**src/rtl/assert_macros.svh**
```systemverilog
// Assertion helper macros shared by the RTL.
// Needs signals named clock and reset in the including scope.
`ifndef ASSERT_MACROS_SVH
`define ASSERT_MACROS_SVH

// Same-cycle implication, checked out of reset
`define GMEL_ASSERT_NOW(lbl, ante, cons) \
   lbl: assert property (@(posedge clock) disable iff (reset) (ante) |-> (cons)) \
      else $error("gmel: same-cycle check failed");

// Next-cycle implication, checked out of reset
`define GMEL_ASSERT_NEXT(lbl, ante, cons) \
   lbl: assert property (@(posedge clock) disable iff (reset) (ante) |=> (cons)) \
      else $error("gmel: next-cycle check failed");

`endif

```
**src/rtl/gmel_pkg.sv**
```systemverilog
// Package for the group mutual exclusion lock: field widths, codes, status struct.
// No dependencies.
package gmel_pkg;

   // payload widths of the two channels
   localparam int KIND_W   = 1;
   localparam int GROUP_W  = 8;
   localparam int STATUS_W = 3;
   localparam int RGRP_W   = 3;
   localparam int RCNT_W   = 8;
   localparam int OGRP_W   = 3;

   // request kinds
   localparam logic KIND_ENTER = 1'b0;
   localparam logic KIND_EXIT  = 1'b1;

   // result status codes
   typedef enum logic [STATUS_W-1:0] {
      ST_ENTERED      = 3'd0,
      ST_QUEUED_FIRST = 3'd1,
      ST_WAIT_JOINED  = 3'd2,
      ST_LEFT_HELD    = 3'd3,
      ST_HANDED_OVER  = 3'd4,
      ST_FREED        = 3'd5,
      ST_REJECTED     = 3'd6
   } gmel_status_type;

   // back-end status seen by the top level
   typedef struct packed {
      logic busy;        // an item is being executed
      logic owner_held;  // lock held by some group
      logic waiting;     // wait FIFO not empty
   } gmel_stat_type;

endpackage

```
**src/rtl/gmel_intf.sv**
```systemverilog
// Channel interfaces for request and response transfers.
// Depends on gmel_pkg for payload widths.
interface gmel_req_if import gmel_pkg::*; ();
   logic               valid;
   logic               ready;
   logic [KIND_W-1:0]  kind;
   logic [GROUP_W-1:0] group;

   modport source (output valid, output kind, output group, input ready);
   modport sink   (input valid, input kind, input group, output ready);
endinterface

interface gmel_rsp_if import gmel_pkg::*; ();
   logic                valid;
   logic                ready;
   logic [STATUS_W-1:0] status;
   logic [RGRP_W-1:0]   released_group;
   logic [RCNT_W-1:0]   released_count;
   logic                owner_valid;
   logic [OGRP_W-1:0]   owner_group;

   modport source (output valid, output status, output released_group,
                   output released_count, output owner_valid, output owner_group,
                   input ready);
   modport sink   (input valid, input status, input released_group,
                   input released_count, input owner_valid, input owner_group,
                   output ready);
endinterface

```
**src/rtl/gmel_ram.sv**
```systemverilog
// Generic single-port-write, single-port-read RAM with registered read data.
// No dependencies.
module gmel_ram #(
   parameter int WIDTH = 8,
   parameter int DEPTH = 8
) (
   input  logic                     clock,
   input  logic                     we,
   input  logic [$clog2(DEPTH)-1:0] waddr,
   input  logic [WIDTH-1:0]         wdata,
   input  logic [$clog2(DEPTH)-1:0] raddr,
   output logic [WIDTH-1:0]         rdata
);

   logic [WIDTH-1:0] mem_ff [DEPTH];
   logic [WIDTH-1:0] rdata_ff;

   // write port and registered read port
   always_ff @(posedge clock) begin
      if (we) begin
         mem_ff[waddr] <= wdata;
      end
      rdata_ff <= mem_ff[raddr];
   end

   assign rdata = rdata_ff;

endmodule

```
**src/rtl/gmel_front.sv**
```systemverilog
// Front end: takes request transfers, range-checks the group and forms a queue entry.
// Depends on gmel_pkg and gmel_req_if.
module gmel_front import gmel_pkg::*; #(
   parameter int NUM_GROUPS = 8
) (
   gmel_req_if.sink                        req,
   output logic                            push_valid,
   input  logic                            push_ready,
   output logic [$clog2(NUM_GROUPS)+1:0]   push_data
);

   localparam int GW = $clog2(NUM_GROUPS);

   logic          bad;
   logic [GW-1:0] grp;

   // out-of-range groups are flagged here and rejected by the back end
   assign bad = (req.group >= GROUP_W'(NUM_GROUPS));
   assign grp = req.group[GW-1:0];

   // entry layout: {bad, kind, group}
   assign push_data  = {bad, req.kind, grp};
   assign push_valid = req.valid;
   assign req.ready  = push_ready;

endmodule

```
**src/rtl/gmel_fifo.sv**
```systemverilog
// Short FIFO between front and back end, register storage.
// No dependencies.
module gmel_fifo #(
   parameter int WIDTH = 8,
   parameter int DEPTH = 2
) (
   input  logic             clock,
   input  logic             reset,
   input  logic             push_valid,
   output logic             push_ready,
   input  logic [WIDTH-1:0] push_data,
   output logic             pop_valid,
   input  logic             pop_ready,
   output logic [WIDTH-1:0] pop_data
);

   localparam int PW = (DEPTH > 1) ? $clog2(DEPTH) : 1;
   localparam int CW = $clog2(DEPTH + 1);
   localparam logic [PW-1:0] LAST = PW'(DEPTH - 1);

   logic [WIDTH-1:0] mem_ff [DEPTH];
   logic [PW-1:0]    wr_ptr_ff, wr_ptr_in;
   logic [PW-1:0]    rd_ptr_ff, rd_ptr_in;
   logic [CW-1:0]    cnt_ff, cnt_in;
   logic             do_push, do_pop;

   assign push_ready = (cnt_ff != CW'(DEPTH));
   assign pop_valid  = (cnt_ff != '0);
   assign pop_data   = mem_ff[rd_ptr_ff];
   assign do_push    = push_valid && push_ready;
   assign do_pop     = pop_valid && pop_ready;

   // pointer and fill update
   always_comb begin
      wr_ptr_in = wr_ptr_ff;
      rd_ptr_in = rd_ptr_ff;
      cnt_in    = cnt_ff;
      if (do_push) begin
         wr_ptr_in = (wr_ptr_ff == LAST) ? '0 : wr_ptr_ff + 1'b1;
      end
      if (do_pop) begin
         rd_ptr_in = (rd_ptr_ff == LAST) ? '0 : rd_ptr_ff + 1'b1;
      end
      if (do_push && !do_pop) begin
         cnt_in = cnt_ff + 1'b1;
      end else if (!do_push && do_pop) begin
         cnt_in = cnt_ff - 1'b1;
      end
   end

   always_ff @(posedge clock) begin
      if (reset) begin
         wr_ptr_ff <= '0;
         rd_ptr_ff <= '0;
         cnt_ff    <= '0;
      end else begin
         wr_ptr_ff <= wr_ptr_in;
         rd_ptr_ff <= rd_ptr_in;
         cnt_ff    <= cnt_in;
      end
   end

   // storage, no reset needed
   always_ff @(posedge clock) begin
      if (do_push) begin
         mem_ff[wr_ptr_ff] <= push_data;
      end
   end

endmodule

```
**src/rtl/gmel_back.sv**
```systemverilog
// Back end: executes queued requests against the lock state and drives responses.
// Depends on gmel_pkg, gmel_rsp_if and gmel_ram.
module gmel_back import gmel_pkg::*; #(
   parameter int NUM_GROUPS  = 8,
   parameter int COUNT_WIDTH = 8
) (
   input  logic                            clock,
   input  logic                            reset,
   input  logic                            pop_valid,
   output logic                            pop_ready,
   input  logic [$clog2(NUM_GROUPS)+1:0]   pop_data,
   gmel_rsp_if.source                      rsp,
   output gmel_stat_type                   stat
);

   localparam int GW = $clog2(NUM_GROUPS);
   localparam int FW = $clog2(NUM_GROUPS + 1);
   localparam logic [GW:0]          NG_SUM    = (GW + 1)'(NUM_GROUPS);
   localparam logic [GW-1:0]        LAST_IDX  = GW'(NUM_GROUPS - 1);
   localparam logic [FW-1:0]        FILL_FULL = FW'(NUM_GROUPS);
   localparam logic [COUNT_WIDTH-1:0] CNT_MAX = '1;

   typedef enum logic [1:0] {S_IDLE, S_EXEC, S_HAND} state_type;

   // saturate a member count to the response field
   function automatic logic [RCNT_W-1:0] sat_cnt(input logic [COUNT_WIDTH-1:0] v);
      logic [31:0] w;
      w = 32'(v);
      return (w > 32'd255) ? '1 : w[RCNT_W-1:0];
   endfunction

   // group index to the response field
   function automatic logic [RGRP_W-1:0] grp_out(input logic [GW-1:0] g);
      logic [7:0] w;
      w = 8'(g);
      return w[RGRP_W-1:0];
   endfunction

   state_type             state_ff, state_in;
   logic                  kind_ff, kind_in;
   logic                  bad_ff, bad_in;
   logic [GW-1:0]         grp_ff, grp_in;
   logic                  owner_vld_ff, owner_vld_in;
   logic [GW-1:0]         owner_id_ff, owner_id_in;
   logic [GW-1:0]         head_ff, head_in;
   logic [FW-1:0]         fill_ff, fill_in;
   logic [NUM_GROUPS-1:0] cnt_valid_ff, cnt_valid_in;
   logic                  cnt_rvld_ff, cnt_rvld_in;
   logic                  rsp_vld_ff, rsp_vld_in;
   gmel_status_type       rsp_status_ff, rsp_status_in;
   logic [RGRP_W-1:0]     rsp_rgrp_ff, rsp_rgrp_in;
   logic [RCNT_W-1:0]     rsp_rcnt_ff, rsp_rcnt_in;
   logic                  rsp_ovld_ff, rsp_ovld_in;
   logic [OGRP_W-1:0]     rsp_ogrp_ff, rsp_ogrp_in;

   logic                   pop_bad, pop_kind;
   logic [GW-1:0]          pop_grp;
   logic [COUNT_WIDTH-1:0] cnt_rdata, cnt, cnt_wdata;
   logic [GW-1:0]          cnt_raddr;
   logic                   cnt_we;
   logic [GW-1:0]          wq_rdata, tail;
   logic                   wq_we;
   logic [GW:0]            tail_sum;
   logic                   slot_free, load;
   gmel_status_type        res_status;
   logic [GW-1:0]          res_rgrp;
   logic [COUNT_WIDTH-1:0] res_rcnt;

   assign {pop_bad, pop_kind, pop_grp} = pop_data;
   assign slot_free = !rsp_vld_ff || rsp.ready;
   assign cnt       = cnt_rvld_ff ? cnt_rdata : '0;

   // tail of the wait FIFO, wrapped at the group count
   assign tail_sum = {1'b0, head_ff} + (GW + 1)'(fill_ff);
   assign tail     = (tail_sum >= NG_SUM) ? GW'(tail_sum - NG_SUM) : GW'(tail_sum);

   // member counts, valid bits stand for the all-zero reset
   gmel_ram #(.WIDTH(COUNT_WIDTH), .DEPTH(NUM_GROUPS)) u_cnt_ram (
      .clock (clock),
      .we    (cnt_we),
      .waddr (grp_ff),
      .wdata (cnt_wdata),
      .raddr (cnt_raddr),
      .rdata (cnt_rdata)
   );

   // wait FIFO of groups, read at the head
   gmel_ram #(.WIDTH(GW), .DEPTH(NUM_GROUPS)) u_wq_ram (
      .clock (clock),
      .we    (wq_we),
      .waddr (tail),
      .wdata (grp_ff),
      .raddr (head_ff),
      .rdata (wq_rdata)
   );

   // execution sequencer
   always_comb begin
      state_in     = state_ff;
      kind_in      = kind_ff;
      bad_in       = bad_ff;
      grp_in       = grp_ff;
      owner_vld_in = owner_vld_ff;
      owner_id_in  = owner_id_ff;
      head_in      = head_ff;
      fill_in      = fill_ff;
      cnt_valid_in = cnt_valid_ff;
      pop_ready    = 1'b0;
      cnt_raddr    = grp_ff;
      cnt_we       = 1'b0;
      cnt_wdata    = cnt + 1'b1;
      wq_we        = 1'b0;
      load         = 1'b0;
      res_status   = ST_REJECTED;
      res_rgrp     = '0;
      res_rcnt     = '0;

      case (state_ff)
         S_IDLE: begin
            pop_ready = 1'b1;
            cnt_raddr = pop_grp;
            if (pop_valid) begin
               kind_in  = pop_kind;
               bad_in   = pop_bad;
               grp_in   = pop_grp;
               state_in = S_EXEC;
            end
         end

         S_EXEC: begin
            if (!bad_ff && kind_ff == KIND_EXIT && cnt == COUNT_WIDTH'(1) &&
                owner_vld_ff && owner_id_ff == grp_ff && fill_ff != '0) begin
               // last member leaves, lock passes to the head of the FIFO
               cnt_we       = 1'b1;
               cnt_wdata    = '0;
               head_in      = (head_ff == LAST_IDX) ? '0 : head_ff + 1'b1;
               fill_in      = fill_ff - 1'b1;
               owner_id_in  = wq_rdata;
               owner_vld_in = 1'b1;
               cnt_raddr    = wq_rdata;
               state_in     = S_HAND;
            end else if (slot_free) begin
               load     = 1'b1;
               state_in = S_IDLE;
               if (bad_ff) begin
                  res_status = ST_REJECTED;
               end else if (kind_ff == KIND_ENTER) begin
                  if (cnt == CNT_MAX) begin
                     res_status = ST_REJECTED;
                  end else if (cnt == '0) begin
                     if (!owner_vld_ff) begin
                        cnt_we       = 1'b1;
                        owner_vld_in = 1'b1;
                        owner_id_in  = grp_ff;
                        res_status   = ST_ENTERED;
                        res_rgrp     = grp_ff;
                        res_rcnt     = COUNT_WIDTH'(1);
                     end else if (fill_ff >= FILL_FULL) begin
                        res_status = ST_REJECTED;
                     end else begin
                        cnt_we     = 1'b1;
                        wq_we      = 1'b1;
                        fill_in    = fill_ff + 1'b1;
                        res_status = ST_QUEUED_FIRST;
                     end
                  end else begin
                     cnt_we = 1'b1;
                     if (owner_vld_ff && owner_id_ff == grp_ff) begin
                        res_status = ST_ENTERED;
                        res_rgrp   = grp_ff;
                        res_rcnt   = COUNT_WIDTH'(1);
                     end else begin
                        res_status = ST_WAIT_JOINED;
                     end
                  end
               end else begin
                  if (cnt == '0 || !owner_vld_ff || owner_id_ff != grp_ff) begin
                     res_status = ST_REJECTED;
                  end else begin
                     cnt_we    = 1'b1;
                     cnt_wdata = cnt - 1'b1;
                     if (cnt != COUNT_WIDTH'(1)) begin
                        res_status = ST_LEFT_HELD;
                     end else begin
                        owner_vld_in = 1'b0;
                        owner_id_in  = '0;
                        res_status   = ST_FREED;
                     end
                  end
               end
            end
         end

         S_HAND: begin
            // count of the new owner read at its id
            cnt_raddr = owner_id_ff;
            if (slot_free) begin
               load       = 1'b1;
               res_status = ST_HANDED_OVER;
               res_rgrp   = owner_id_ff;
               res_rcnt   = cnt;
               state_in   = S_IDLE;
            end
         end

         default: begin
            state_in = S_IDLE;
         end
      endcase

      if (cnt_we) begin
         cnt_valid_in[grp_ff] = 1'b1;
      end
      cnt_rvld_in = cnt_valid_ff[cnt_raddr];
   end

   // response register
   always_comb begin
      rsp_vld_in    = rsp_vld_ff && !rsp.ready;
      rsp_status_in = rsp_status_ff;
      rsp_rgrp_in   = rsp_rgrp_ff;
      rsp_rcnt_in   = rsp_rcnt_ff;
      rsp_ovld_in   = rsp_ovld_ff;
      rsp_ogrp_in   = rsp_ogrp_ff;
      if (load) begin
         rsp_vld_in    = 1'b1;
         rsp_status_in = res_status;
         rsp_rcnt_in   = sat_cnt(res_rcnt);
         rsp_rgrp_in   = (res_rcnt != '0) ? grp_out(res_rgrp) : '0;
         rsp_ovld_in   = owner_vld_in;
         rsp_ogrp_in   = owner_vld_in ? grp_out(owner_id_in) : '0;
      end
   end

   always_ff @(posedge clock) begin
      if (reset) begin
         state_ff     <= S_IDLE;
         owner_vld_ff <= 1'b0;
         owner_id_ff  <= '0;
         head_ff      <= '0;
         fill_ff      <= '0;
         cnt_valid_ff <= '0;
         cnt_rvld_ff  <= 1'b0;
         rsp_vld_ff   <= 1'b0;
      end else begin
         state_ff     <= state_in;
         owner_vld_ff <= owner_vld_in;
         owner_id_ff  <= owner_id_in;
         head_ff      <= head_in;
         fill_ff      <= fill_in;
         cnt_valid_ff <= cnt_valid_in;
         cnt_rvld_ff  <= cnt_rvld_in;
         rsp_vld_ff   <= rsp_vld_in;
      end
      kind_ff       <= kind_in;
      bad_ff        <= bad_in;
      grp_ff        <= grp_in;
      rsp_status_ff <= rsp_status_in;
      rsp_rgrp_ff   <= rsp_rgrp_in;
      rsp_rcnt_ff   <= rsp_rcnt_in;
      rsp_ovld_ff   <= rsp_ovld_in;
      rsp_ogrp_ff   <= rsp_ogrp_in;
   end

   assign rsp.valid          = rsp_vld_ff;
   assign rsp.status         = rsp_status_ff;
   assign rsp.released_group = rsp_rgrp_ff;
   assign rsp.released_count = rsp_rcnt_ff;
   assign rsp.owner_valid    = rsp_ovld_ff;
   assign rsp.owner_group    = rsp_ogrp_ff;

   assign stat.busy       = (state_ff != S_IDLE);
   assign stat.owner_held = owner_vld_ff;
   assign stat.waiting    = (fill_ff != '0);

endmodule

```
**src/rtl/group_mutual_exclusion_lock.sv**
```systemverilog
// Group mutual exclusion lock: front end, 2-entry queue, back-end sequencer.
// The back end takes one request at a time, stalls while its response is not taken,
// and adds a step on a hand-over; the registered read of the member-count RAM comes
// ahead of each execution step.
// Reset (synchronous): lock free, counts zero, wait FIFO empty; no clearing pass.
// Depends on gmel_pkg, gmel_intf, gmel_front, gmel_fifo, gmel_back, assert_macros.svh.
`include "assert_macros.svh"

module group_mutual_exclusion_lock import gmel_pkg::*; #(
   parameter int NUM_GROUPS  = 8,
   parameter int COUNT_WIDTH = 8
) (
   input  logic       clock,
   input  logic       reset,
   gmel_req_if.sink   req_bus,
   gmel_rsp_if.source rsp_bus
);

   localparam int GW       = $clog2(NUM_GROUPS);
   localparam int ENTRY_W  = GW + 2;
   localparam int Q_DEPTH  = 2;

   logic               push_valid, push_ready;
   logic [ENTRY_W-1:0] push_data;
   logic               pop_valid, pop_ready;
   logic [ENTRY_W-1:0] pop_data;
   gmel_stat_type      stat;

   gmel_front #(.NUM_GROUPS(NUM_GROUPS)) u_front (
      .req        (req_bus),
      .push_valid (push_valid),
      .push_ready (push_ready),
      .push_data  (push_data)
   );

   gmel_fifo #(.WIDTH(ENTRY_W), .DEPTH(Q_DEPTH)) u_fifo (
      .clock      (clock),
      .reset      (reset),
      .push_valid (push_valid),
      .push_ready (push_ready),
      .push_data  (push_data),
      .pop_valid  (pop_valid),
      .pop_ready  (pop_ready),
      .pop_data   (pop_data)
   );

   gmel_back #(.NUM_GROUPS(NUM_GROUPS), .COUNT_WIDTH(COUNT_WIDTH)) u_back (
      .clock     (clock),
      .reset     (reset),
      .pop_valid (pop_valid),
      .pop_ready (pop_ready),
      .pop_data  (pop_data),
      .rsp       (rsp_bus),
      .stat      (stat)
   );

   // a waiting group implies the lock is held by another
   `GMEL_ASSERT_NOW(a_wait_needs_owner, stat.waiting, stat.owner_held)
   // an accepted request is queued or in execution on the next cycle
   `GMEL_ASSERT_NEXT(a_req_not_lost, req_bus.valid && req_bus.ready, pop_valid || stat.busy)
   // a hand-over names the new owner and releases its members
   `GMEL_ASSERT_NOW(a_handover_fields,
      rsp_bus.valid && rsp_bus.status == ST_HANDED_OVER,
      rsp_bus.owner_valid && rsp_bus.owner_group == rsp_bus.released_group &&
      rsp_bus.released_count != '0)
   // a rejected request releases nobody
   `GMEL_ASSERT_NOW(a_reject_quiet, rsp_bus.valid && rsp_bus.status == ST_REJECTED,
      rsp_bus.released_count == '0 && rsp_bus.released_group == '0)

endmodule
```
**src/flat_wrapper.sv**
```systemverilog
// flat-port wrapper written by rule: the top's interface ports become plain ports
module group_mutual_exclusion_lock_flat import gmel_pkg::*;
#(
   parameter int NUM_GROUPS  = 8,
   parameter int COUNT_WIDTH = 8
)
  (clock, reset, req_bus_valid, req_bus_kind, req_bus_group, req_bus_ready, rsp_bus_valid, rsp_bus_status, rsp_bus_released_group, rsp_bus_released_count, rsp_bus_owner_valid, rsp_bus_owner_group, rsp_bus_ready);
  gmel_req_if req_bus_i ();
  gmel_rsp_if rsp_bus_i ();
  input  logic clock;
  input  logic reset;
  input wire logic [$bits(req_bus_i.valid)-1:0] req_bus_valid;
  input wire logic [$bits(req_bus_i.kind)-1:0] req_bus_kind;
  input wire logic [$bits(req_bus_i.group)-1:0] req_bus_group;
  output wire logic [$bits(req_bus_i.ready)-1:0] req_bus_ready;
  output wire logic [$bits(rsp_bus_i.valid)-1:0] rsp_bus_valid;
  output wire logic [$bits(rsp_bus_i.status)-1:0] rsp_bus_status;
  output wire logic [$bits(rsp_bus_i.released_group)-1:0] rsp_bus_released_group;
  output wire logic [$bits(rsp_bus_i.released_count)-1:0] rsp_bus_released_count;
  output wire logic [$bits(rsp_bus_i.owner_valid)-1:0] rsp_bus_owner_valid;
  output wire logic [$bits(rsp_bus_i.owner_group)-1:0] rsp_bus_owner_group;
  input wire logic [$bits(rsp_bus_i.ready)-1:0] rsp_bus_ready;
  assign req_bus_i.valid = req_bus_valid;
  assign req_bus_i.kind = req_bus_kind;
  assign req_bus_i.group = req_bus_group;
  assign req_bus_ready = req_bus_i.ready;
  assign rsp_bus_valid = rsp_bus_i.valid;
  assign rsp_bus_status = rsp_bus_i.status;
  assign rsp_bus_released_group = rsp_bus_i.released_group;
  assign rsp_bus_released_count = rsp_bus_i.released_count;
  assign rsp_bus_owner_valid = rsp_bus_i.owner_valid;
  assign rsp_bus_owner_group = rsp_bus_i.owner_group;
  assign rsp_bus_i.ready = rsp_bus_ready;
  group_mutual_exclusion_lock #(.NUM_GROUPS(NUM_GROUPS), .COUNT_WIDTH(COUNT_WIDTH)) u_core (.clock(clock), .reset(reset), .req_bus(req_bus_i), .rsp_bus(rsp_bus_i));
endmodule
```
**config.mk**
```make
export PLATFORM = sky130hd
export DESIGN_NAME = group_mutual_exclusion_lock_flat
export DESIGN_NICKNAME = d
export VERILOG_FILES = /design/src/rtl/gmel_pkg.sv /design/src/rtl/gmel_intf.sv /design/src/rtl/gmel_ram.sv /design/src/rtl/gmel_front.sv /design/src/rtl/gmel_fifo.sv /design/src/rtl/gmel_back.sv /design/src/rtl/group_mutual_exclusion_lock.sv /design/src/flat_wrapper.sv
export VERILOG_INCLUDE_DIRS = /design/src /design/src/rtl
export SDC_FILE = /design/constraint.sdc
export NUM_CORES = 1
export LEC_CHECK = 0
export ABC_AREA = 1
export BUFFER_PORTS_ARGS = -buffer_cell sky130_fd_sc_hd__buf_4
export CORE_MARGIN = 2
export CORE_UTILIZATION = 50
export CTS_CLUSTER_SIZE = 12
export DETAILED_ROUTE_END_ITERATION = 10
export PLACE_DENSITY_LB_ADDON = 0.15
export SLEW_MARGIN = 0
export SYNTH_ARGS = -nofsm -noshare
export SYNTH_HDL_FRONTEND = slang
export SYNTH_SLANG_ARGS = --single-unit
```
**constraint.sdc**
```tcl
create_clock -name clock -period 2.7 [get_ports clock]
set_input_delay 0.54 -clock clock [delete_from_list [all_inputs] [get_ports clock]]
set_output_delay 0.54 -clock clock [all_outputs]
set_load 0.03 [all_outputs]
```
==> Yosys cells after proc, flatten, opt, wreduce, memory -nomap -nowiden <==
Memories as Yosys holds them, arrays and structs flattened. A register that Yosys moved wholly into a read port is not among the register bits.
Cells that the tools add are included.
{ "word_totals": {"ramBits": 98, "inputBits": 13, "rom_bits": 0, "elab_cells": 201, "regBits": 50, "memories": 3, "latchBits": 0} }
{ "memory_table": {"columns": ["name", "depth", "width", "read_ports", "rd_clocked_by_memory_dff", "wr", "line", "source"], "rows": [
  ["u_core.u_back.u_cnt_ram.mem_ff", 8, 8, 1, 1, 1, "gmel_ram.sv:15", "logic [WIDTH-1:0] mem_ff [DEPTH];"],
  ["u_core.u_back.u_wq_ram.mem_ff", 8, 3, 1, 1, 1, "gmel_ram.sv:15", null],
  ["u_core.u_fifo.mem_ff", 2, 5, 1, 1, 1, "gmel_fifo.sv:21", "logic [WIDTH-1:0] mem_ff [DEPTH];"]
]} }
{ "classes": {"n_mul": 0, "eq_ne": 14, "addsub": 11, "reduce_logical": 33, "n_shift": 0, "mux": 114, "n_bitwise": 1, "div": 0, "n_lt_le_gt_ge": 6} }
{ "op_table": {"columns": ["op", "count"], "rows": [
  ["2-to-1 mux 8 bit", 14],
  ["2-to-1 mux 3 bit", 32],
  ["2-to-1 mux 1 bit", 45],
  ["2-to-1 mux 4 bit", 8],
  ["one-hot mux 8 bit (2 select lines)", 1],
  ["2-to-1 mux 2 bit", 7],
  ["logical AND 1 bit", 12],
  ["one-hot mux 3 bit (2 select lines)", 2],
  ["nonzero test 2 bit", 5],
  ["one-hot mux 3 bit (3 select lines)", 1],
  ["adder 8 x 1 -> 8 bit, second input constant", 1],
  ["== test 8 x 1 -> 1 bit, second input constant", 1],
  ["== test 8 bit, second input constant", 1],
  ["greater-or-equal comparator 4 bit, second input constant", 2],
  ["greater-or-equal comparator 8 x 4 -> 1 bit, second input constant", 1],
  ["logical NOT 8 bit", 1],
  ["less-than comparator 3 x 4 -> 1 bit, second input constant", 2],
  ["inequality test 8 x 1 -> 1 bit, second input constant", 1],
  ["bitwise OR 8 bit", 1],
  ["AND reduction 8 bit", 1],
  ["nonzero test 8 bit", 1],
  ["subtractor 8 x 1 -> 8 bit, second input constant", 1],
  ["logical NOT 1 bit", 6],
  ["inequality test 2 x 1 -> 1 bit, second input constant", 3],
  ["other kinds (23)", 29]
]} }

==> Logic depth before layout (Yosys ltp) <==
{ "depth": {"depth_word": 12, "ltp_mapped": 19, "ltp_nobuf": 17} }

==> Modules after synthesis <==
Synthesis repeated with hierarchy kept, for this count alone.
{ "hier_totals": {"hier_cells": 879, "area_unflattened_um2": 7907.6} }
{ "by_module_without_submodules": {"columns": ["mod", "cells_per_inst", "seq_area_each_um2", "area_each_um2", "n_inst"], "rows": [
  ["gmel_ram at u_core.u_back.u_cnt_ram", 303, 2082.0, 3050.4, 1],
  ["gmel_back", 389, 1151.1, 3001.6, 1],
  ["gmel_ram at u_core.u_back.u_wq_ram", 124, 780.7, 1177.4, 1],
  ["gmel_fifo", 52, 400.4, 609.3, 1],
  ["gmel_front", 11, 0.0, 68.8, 1]
]} }

==> Least setup slack after synthesis <==
OpenSTA, ideal clock, no wires.
{ "synth_path": {"kind": "register -> register", "from": "register u_core.u_back.cnt_rvld_ff", "to": "register u_core.u_back.rsp_ogrp_ff[0] (netlist: u_core.u_back.rsp.owner_group[0]), enable pin", "stages_incl_launch_ff": 15, "period_less_slack_ns": 2.636, "arrival_ns": 2.242, "required_ns": 2.306, "setup_ns": 0.394, "path_slack_ns": 0.064, "cell_sequence": "dfxtp_1 -> buf_6 -> nand2_1 -> inv_1 -> ha_1 -> inv_1 -> nor2_1 -> nand2_2 -> nor2_4 -> nand2_2 -> buf_6 -> nand2_4 -> inv_2 -> nor2_1 -> nor2_1"} }
{ "synth_between": {"elab_chain_cells": 8} }
{ "synth_rtl": {"columns": ["item", "line", "source"], "rows": [
  ["start: declaration", "gmel_back.sv:48", "logic cnt_rvld_ff, cnt_rvld_in;"],
  ["start signal: assignment", "gmel_back.sv:252", "cnt_rvld_ff <= cnt_rvld_in;"],
  ["2-to-1 mux 8 bit", "gmel_back.sv:71", "assign cnt = cnt_rvld_ff ? cnt_rdata : '0;"],
  ["== test 8 x 1 -> 1 bit", "gmel_back.sv:131", "if (!bad_ff && kind_ff == KIND_EXIT && cnt == COUNT_WIDTH'(1) &&"],
  ["logical AND 1 bit (2 in a row)", "gmel_back.sv:131", null],
  ["logical AND 1 bit (2 in a row)", "gmel_back.sv:132", "owner_vld_ff && owner_id_ff == grp_ff && fill_ff != '0) begin"],
  ["2-to-1 mux 1 bit", "gmel_back.sv:131", null],
  ["one-hot mux 1 bit (2 select lines)", "gmel_back.sv:118", "case (state_ff)"],
  ["named net u_core.u_back.load", "gmel_back.sv:64", "logic slot_free, load;"],
  ["end signal: assignment", "gmel_back.sv:262", "rsp_ogrp_ff <= rsp_ogrp_in;"],
  ["end: declaration", "gmel_back.sv:54", "logic [OGRP_W-1:0] rsp_ogrp_ff, rsp_ogrp_in;"]
]} }
The timed path passes the listed nets, and every way through them passes these cells.
A chain may end at the register's enable or synchronous reset.

==> Worst setup path in the final report <==
{ "layout_path": {"from": "register u_core.u_back.cnt_rvld_ff", "to": "register u_core.u_back.fill_ff[3]"} }
{ "layout_between": {"elab_chain_cells": 8, "elab_cells_between_ends": 17, "classes_between": "6 x eq/ne; 2 x mux; 9 x reduce/logical"} }
{ "layout_rtl": {"columns": ["item", "line", "source"], "rows": [
  ["2-to-1 mux 8 bit *", "gmel_back.sv:71", null],
  ["== test 8 x 1 -> 1 bit", "gmel_back.sv:131", null],
  ["logical AND 1 bit (2 in a row)", "gmel_back.sv:131", null],
  ["logical AND 1 bit (2 in a row)", "gmel_back.sv:132", null],
  ["inequality test 2 bit (no source line), or another cell as far along", null, null],
  ["AND reduction 8 bit (no source line)", null, null],
  ["end signal: assignment", "gmel_back.sv:250", "fill_ff <= fill_in;"],
  ["end: declaration", "gmel_back.sv:46", "logic [FW-1:0] fill_ff, fill_in;"]
]} }
Mark *: on every way between the ends. The rest lies on a longest branch, timed or not.

==> qor.csv <==
stage;metric;value;unit
clock_network;clock_sinks;160;
worst_setup_path;cp.required;3060;ps
global_routing;busiest_layer;met1;
worst_setup_path;slowest_stage;dfxtp_2;
floorplanning;initial_core_util;51.4;%
yosys;synth_compound_area_share;8.97;%
yosys;synth_area;7510;um^2
worst_setup_path;ff2ff_setup_slack;250;ps
floorplanning;fp-row-count;44;
floorplanning;die_h;127;um
worst_setup_path;r2r_cells;16;
worst_setup_path;setup.worst_path.start_class;flop;
min_path;holdCritStartpoint;req_bus_group[0];
global_routing;grtUsageMet1;36.0;%
min_path;holdPathEnd;u_core.u_fifo.mem_ff[0][0];
route;wl_per_cell;17.0;um
global_routing;grt_pass1_wl;29200;um
pwr;p_leak;3.78;nW
floorplanning;pin_count;33;
yosys;synth_top_family_by_area;simple AND/OR/NAND/NOR gates;
yosys;synth_seq_area_share;58.8;%
clock_network;cts_inserted_buffers;17;
yosys;synth.distinct_cells;38;
yosys;synthAdderAreaFrac;2.53;%
min_path;hold_depth;1;
cells_and_area;fin_nets;912;
pwr;power;0.00844;W
sta;slew-limit-headroom;53.8;%
pwr;powerDensity;961;nW/um^2
worst_setup_path;crit_fanout;6;
yosys;ys_seq_elements;160;
worst_setup_path;crit_arrival;2810;ps
sta;tightestPinTransition;690;ps
worst_setup_path;crit_type;reg -> reg;
cells_and_area;diodes;0;
worst_setup_path;critPathTopFamily;simple AND/OR/NAND/NOR gates;
place;hpwlAfterDp;13500;um
sta;layout_min_cycle_time;2450;ps
worst_setup_path;cp-end-kind;flop;
sta;hold_violations;0;
global_routing;grt_max_degree;51;
cells_and_area;final_cells;1081;
yosys;synth_xor_area_share;1.17;%
worst_setup_path;max_stage_delay;330;ps
cells_and_area;drive_above_1_share;15.9;%
worst_setup_path;crit_chain;buf_4, nand2_1, nand2_1, nor2_2, nand2_2, nor2_4, nand2_4, buf_4, inv_1, ha_4, a21oi_2, o21ai_1, xor2_1, nor2_1, o21ai_0, a21oi_1;
sta;final.setup.tns;0;ps
clock_network;cts_max_level;4;
yosys;muxShareOfSynthArea;0;%
clock_network;clockRootBuffer;clkbuf_16;
sta;finalCritPeriodShare;90.6;%
route;num_vias;5734;
worst_setup_path;path_buf_inv;3;
job;maxCapViolCount;0;
clock_network;clock_latency;430;ps
floorplanning;core-area;14600;um^2
route;ant_nets;0;
clock_network;clk_pin_slew;60;ps
route;post-route-drc-count;0;
sta;slew_violations;0;
yosys;syn_nets;835;
min_path;hp-class;in -> reg;
place;dpl.cell_count;1049;
floorplanning;die_w;127;um
global_routing;met2_usage;34.8;%
floorplanning;die_area;16000;um^2
place;port_buffers;32;
place;finalWeightedCongestion;0.941;
pwr;ir_drop;0.000574;V
sta;max_freq;0.409;GHz
yosys;synth_simple_gate_area_share;20.5;%
global_routing;grt_pass1_vias;5490;
global_routing;globalRouteTotalUtil;24.1;%
sta;skew;7.37;ps
sta;setup_viol_count_final;0;
yosys;syn_area_per_cell;9.29;um^2
route;first_pass_iters;5;
route;first_iter_violations;531;
clock_network;cts_tree;built;
global_routing;antenna_found_initial;0;
route;via_per_inst;5.30;
yosys;yosys_warnings;0;
worst_setup_path;reg2reg_to;u_core.u_back.fill_ff[3];
run_status;status;finished clean;
worst_setup_path;timing.rr.start;u_core.u_back.cnt_rvld_ff;
cells_and_area;syn_to_final_growth;17.1;%
global_routing;grt-ovfl-total;0;
clock_network;clockBufferDepth;2;
global_routing;grtUsageMet3;4.72;%
route;wirelength;18300;um
yosys;syn_inst;808;
[layout make-up]
type / instances / area [um^2]
fillers: 1240 / 5800
flip-flops and latches: 160 / 4420
multi-input cells: 500 / 2530
repair buffers: 76 / 583
inverters: 130 / 495
clock buffers: 20 / 437
well taps: 184 / 230
clock inverters: 11 / 95.1
[worst max-delay path by stage]
stage                                    startpoint                               end  slack [ps]  cells after the start
after floorplan           u_core.u_back.cnt_rvld_ff  u_core.u_back.rsp.owner_group[0]          60                     14
after global placement         u_core.u_back.bad_ff          u_core.u_back.fill_ff[3]         160                     13
after detailed placement  u_core.u_back.cnt_rvld_ff          u_core.u_back.fill_ff[3]          90                     17
after CTS                 u_core.u_back.cnt_rvld_ff          u_core.u_back.fill_ff[3]          70                     17
after global routing      u_core.u_back.cnt_rvld_ff          u_core.u_back.fill_ff[3]         -20                     17
final                     u_core.u_back.cnt_rvld_ff          u_core.u_back.fill_ff[3]         250                     16
[sequential cells by signal, summed over array words and instances, names as in the netlist, 2 cells and up, named ones only]
name	flops
u_core.u_back.u_cnt_ram.mem_ff	64
u_core.u_back.u_wq_ram.mem_ff	24
u_core.u_fifo.mem_ff	10
u_core.u_back.cnt_valid_ff	8
u_core.u_back.rsp.released_count	8
u_core.u_back.u_cnt_ram.rdata	8
u_core.u_back.fill_ff	4
u_core.u_back.grp_ff	3
u_core.u_back.head_ff	3
u_core.u_back.owner_id_ff	3
u_core.u_back.rsp.owner_group	3
u_core.u_back.rsp.released_group	3
u_core.u_back.rsp.status	3
u_core.u_back.u_wq_ram.rdata	3
u_core.u_back.state_ff	2
u_core.u_fifo.cnt_ff	2
[cell families (layout without fill, tap and decap cells)]
family,after synthesis,count (layout)
AOI/OAI and AO/OA,125,125
xor gates and xnor gates,10,10
adders and majority gates,14,14
buffers and inverters,148,237
DFF,160,160
and+or+nand+nor,351,351
[repair_timing]
item / CTS / global route
buffers inserted: 0 / 1
resized for setup: 0 / 11
hold buffers: 0 / 0
endpoints found under the setup margin: 0 / 83
[cell usage in the layout, fill, tap and decap left out, types with 4 or more instances in the layout]
master      Yosys  final
nand3_1        37     37
nand2_1       181    180
a31oi_1         5      5
nand4_1        10     10
o21ai_1        21     22
nand2_4         4      5
a21oi_1        39     38
o21ai_0        41     40
nor3_1          7      7
clkinvlp_4      0      4
xor2_1          7      7
buf_4           0     75
inv_2           6      6
nand2_2         9      9
nor2_1         89     87
o22ai_1         9      9
clkbuf_16       0     17
dfxtp_1        39     38
ha_1           12     10
edfxtp_1      121    121
inv_1         122    122
nor2_2          3      5
[routing by layer]
| metal | routed length [um] | vias up |
|---|---|---|
| met5 | 0 | - |
| met4 | 396 | 0 |
| met3 | 1190 | 27 |
| met2 | 7950 | 212 |
| met1 | 8810 | 2677 |
| li1 | - | 2818 |
[synthesized netlist by cell type, drive strengths merged]
master	count	area [um^2]
a21oi	39	195
clkbuf	7	26.3
o31ai	2	15.0
nand4	12	87.6
o2111ai	1	8.76
nand2	194	781
inv	130	493
o21ai	62	310
nor2	94	375
fa	2	40.0
o211ai	1	7.51
dfxtp	39	781
nor4	2	12.5
a2bb2oi	1	8.76
edfxtp	121	3630
ha	12	150
xnor2	3	26.3
nand3	41	240
o22ai	9	56.3
a31oi	5	31.3
a2111oi	1	8.76
o41ai	1	8.76
xor2	7	61.3
buf	11	80.1
nor3	8	45.0
a211oi	3	22.5
[power by group]
| part | leakage [nW] | switching, W | total, W | internal (W) |
|---|---|---|---|---|
| Combinational | 2.11 | 0.00205 | 0.00305 | 0.000992 |
| Clock | 0.247 | 0.000946 | 0.00220 | 0.00125 |
| Sequential | 1.42 | 0.000146 | 0.00320 | 0.00305 |
| Total | 3.78 | 0.00315 | 0.00844 | 0.00529 |
[metrics by stage]
step	hold WS [ps]	setup slack [ps]	instance area [um^2]	utilization, %
2_1_floorplan	426	64.3	7510	-
3_3_place_gp	437	156	8210	56.2
3_5_place_dp	441	91.8	8210	56.2
4_1_cts	280	73.6	8740	59.9
5_1_grt	277	-16.2	8790	60.2
6_report	293	252	8790	60.2
Power figures use the tool's default switching activity.
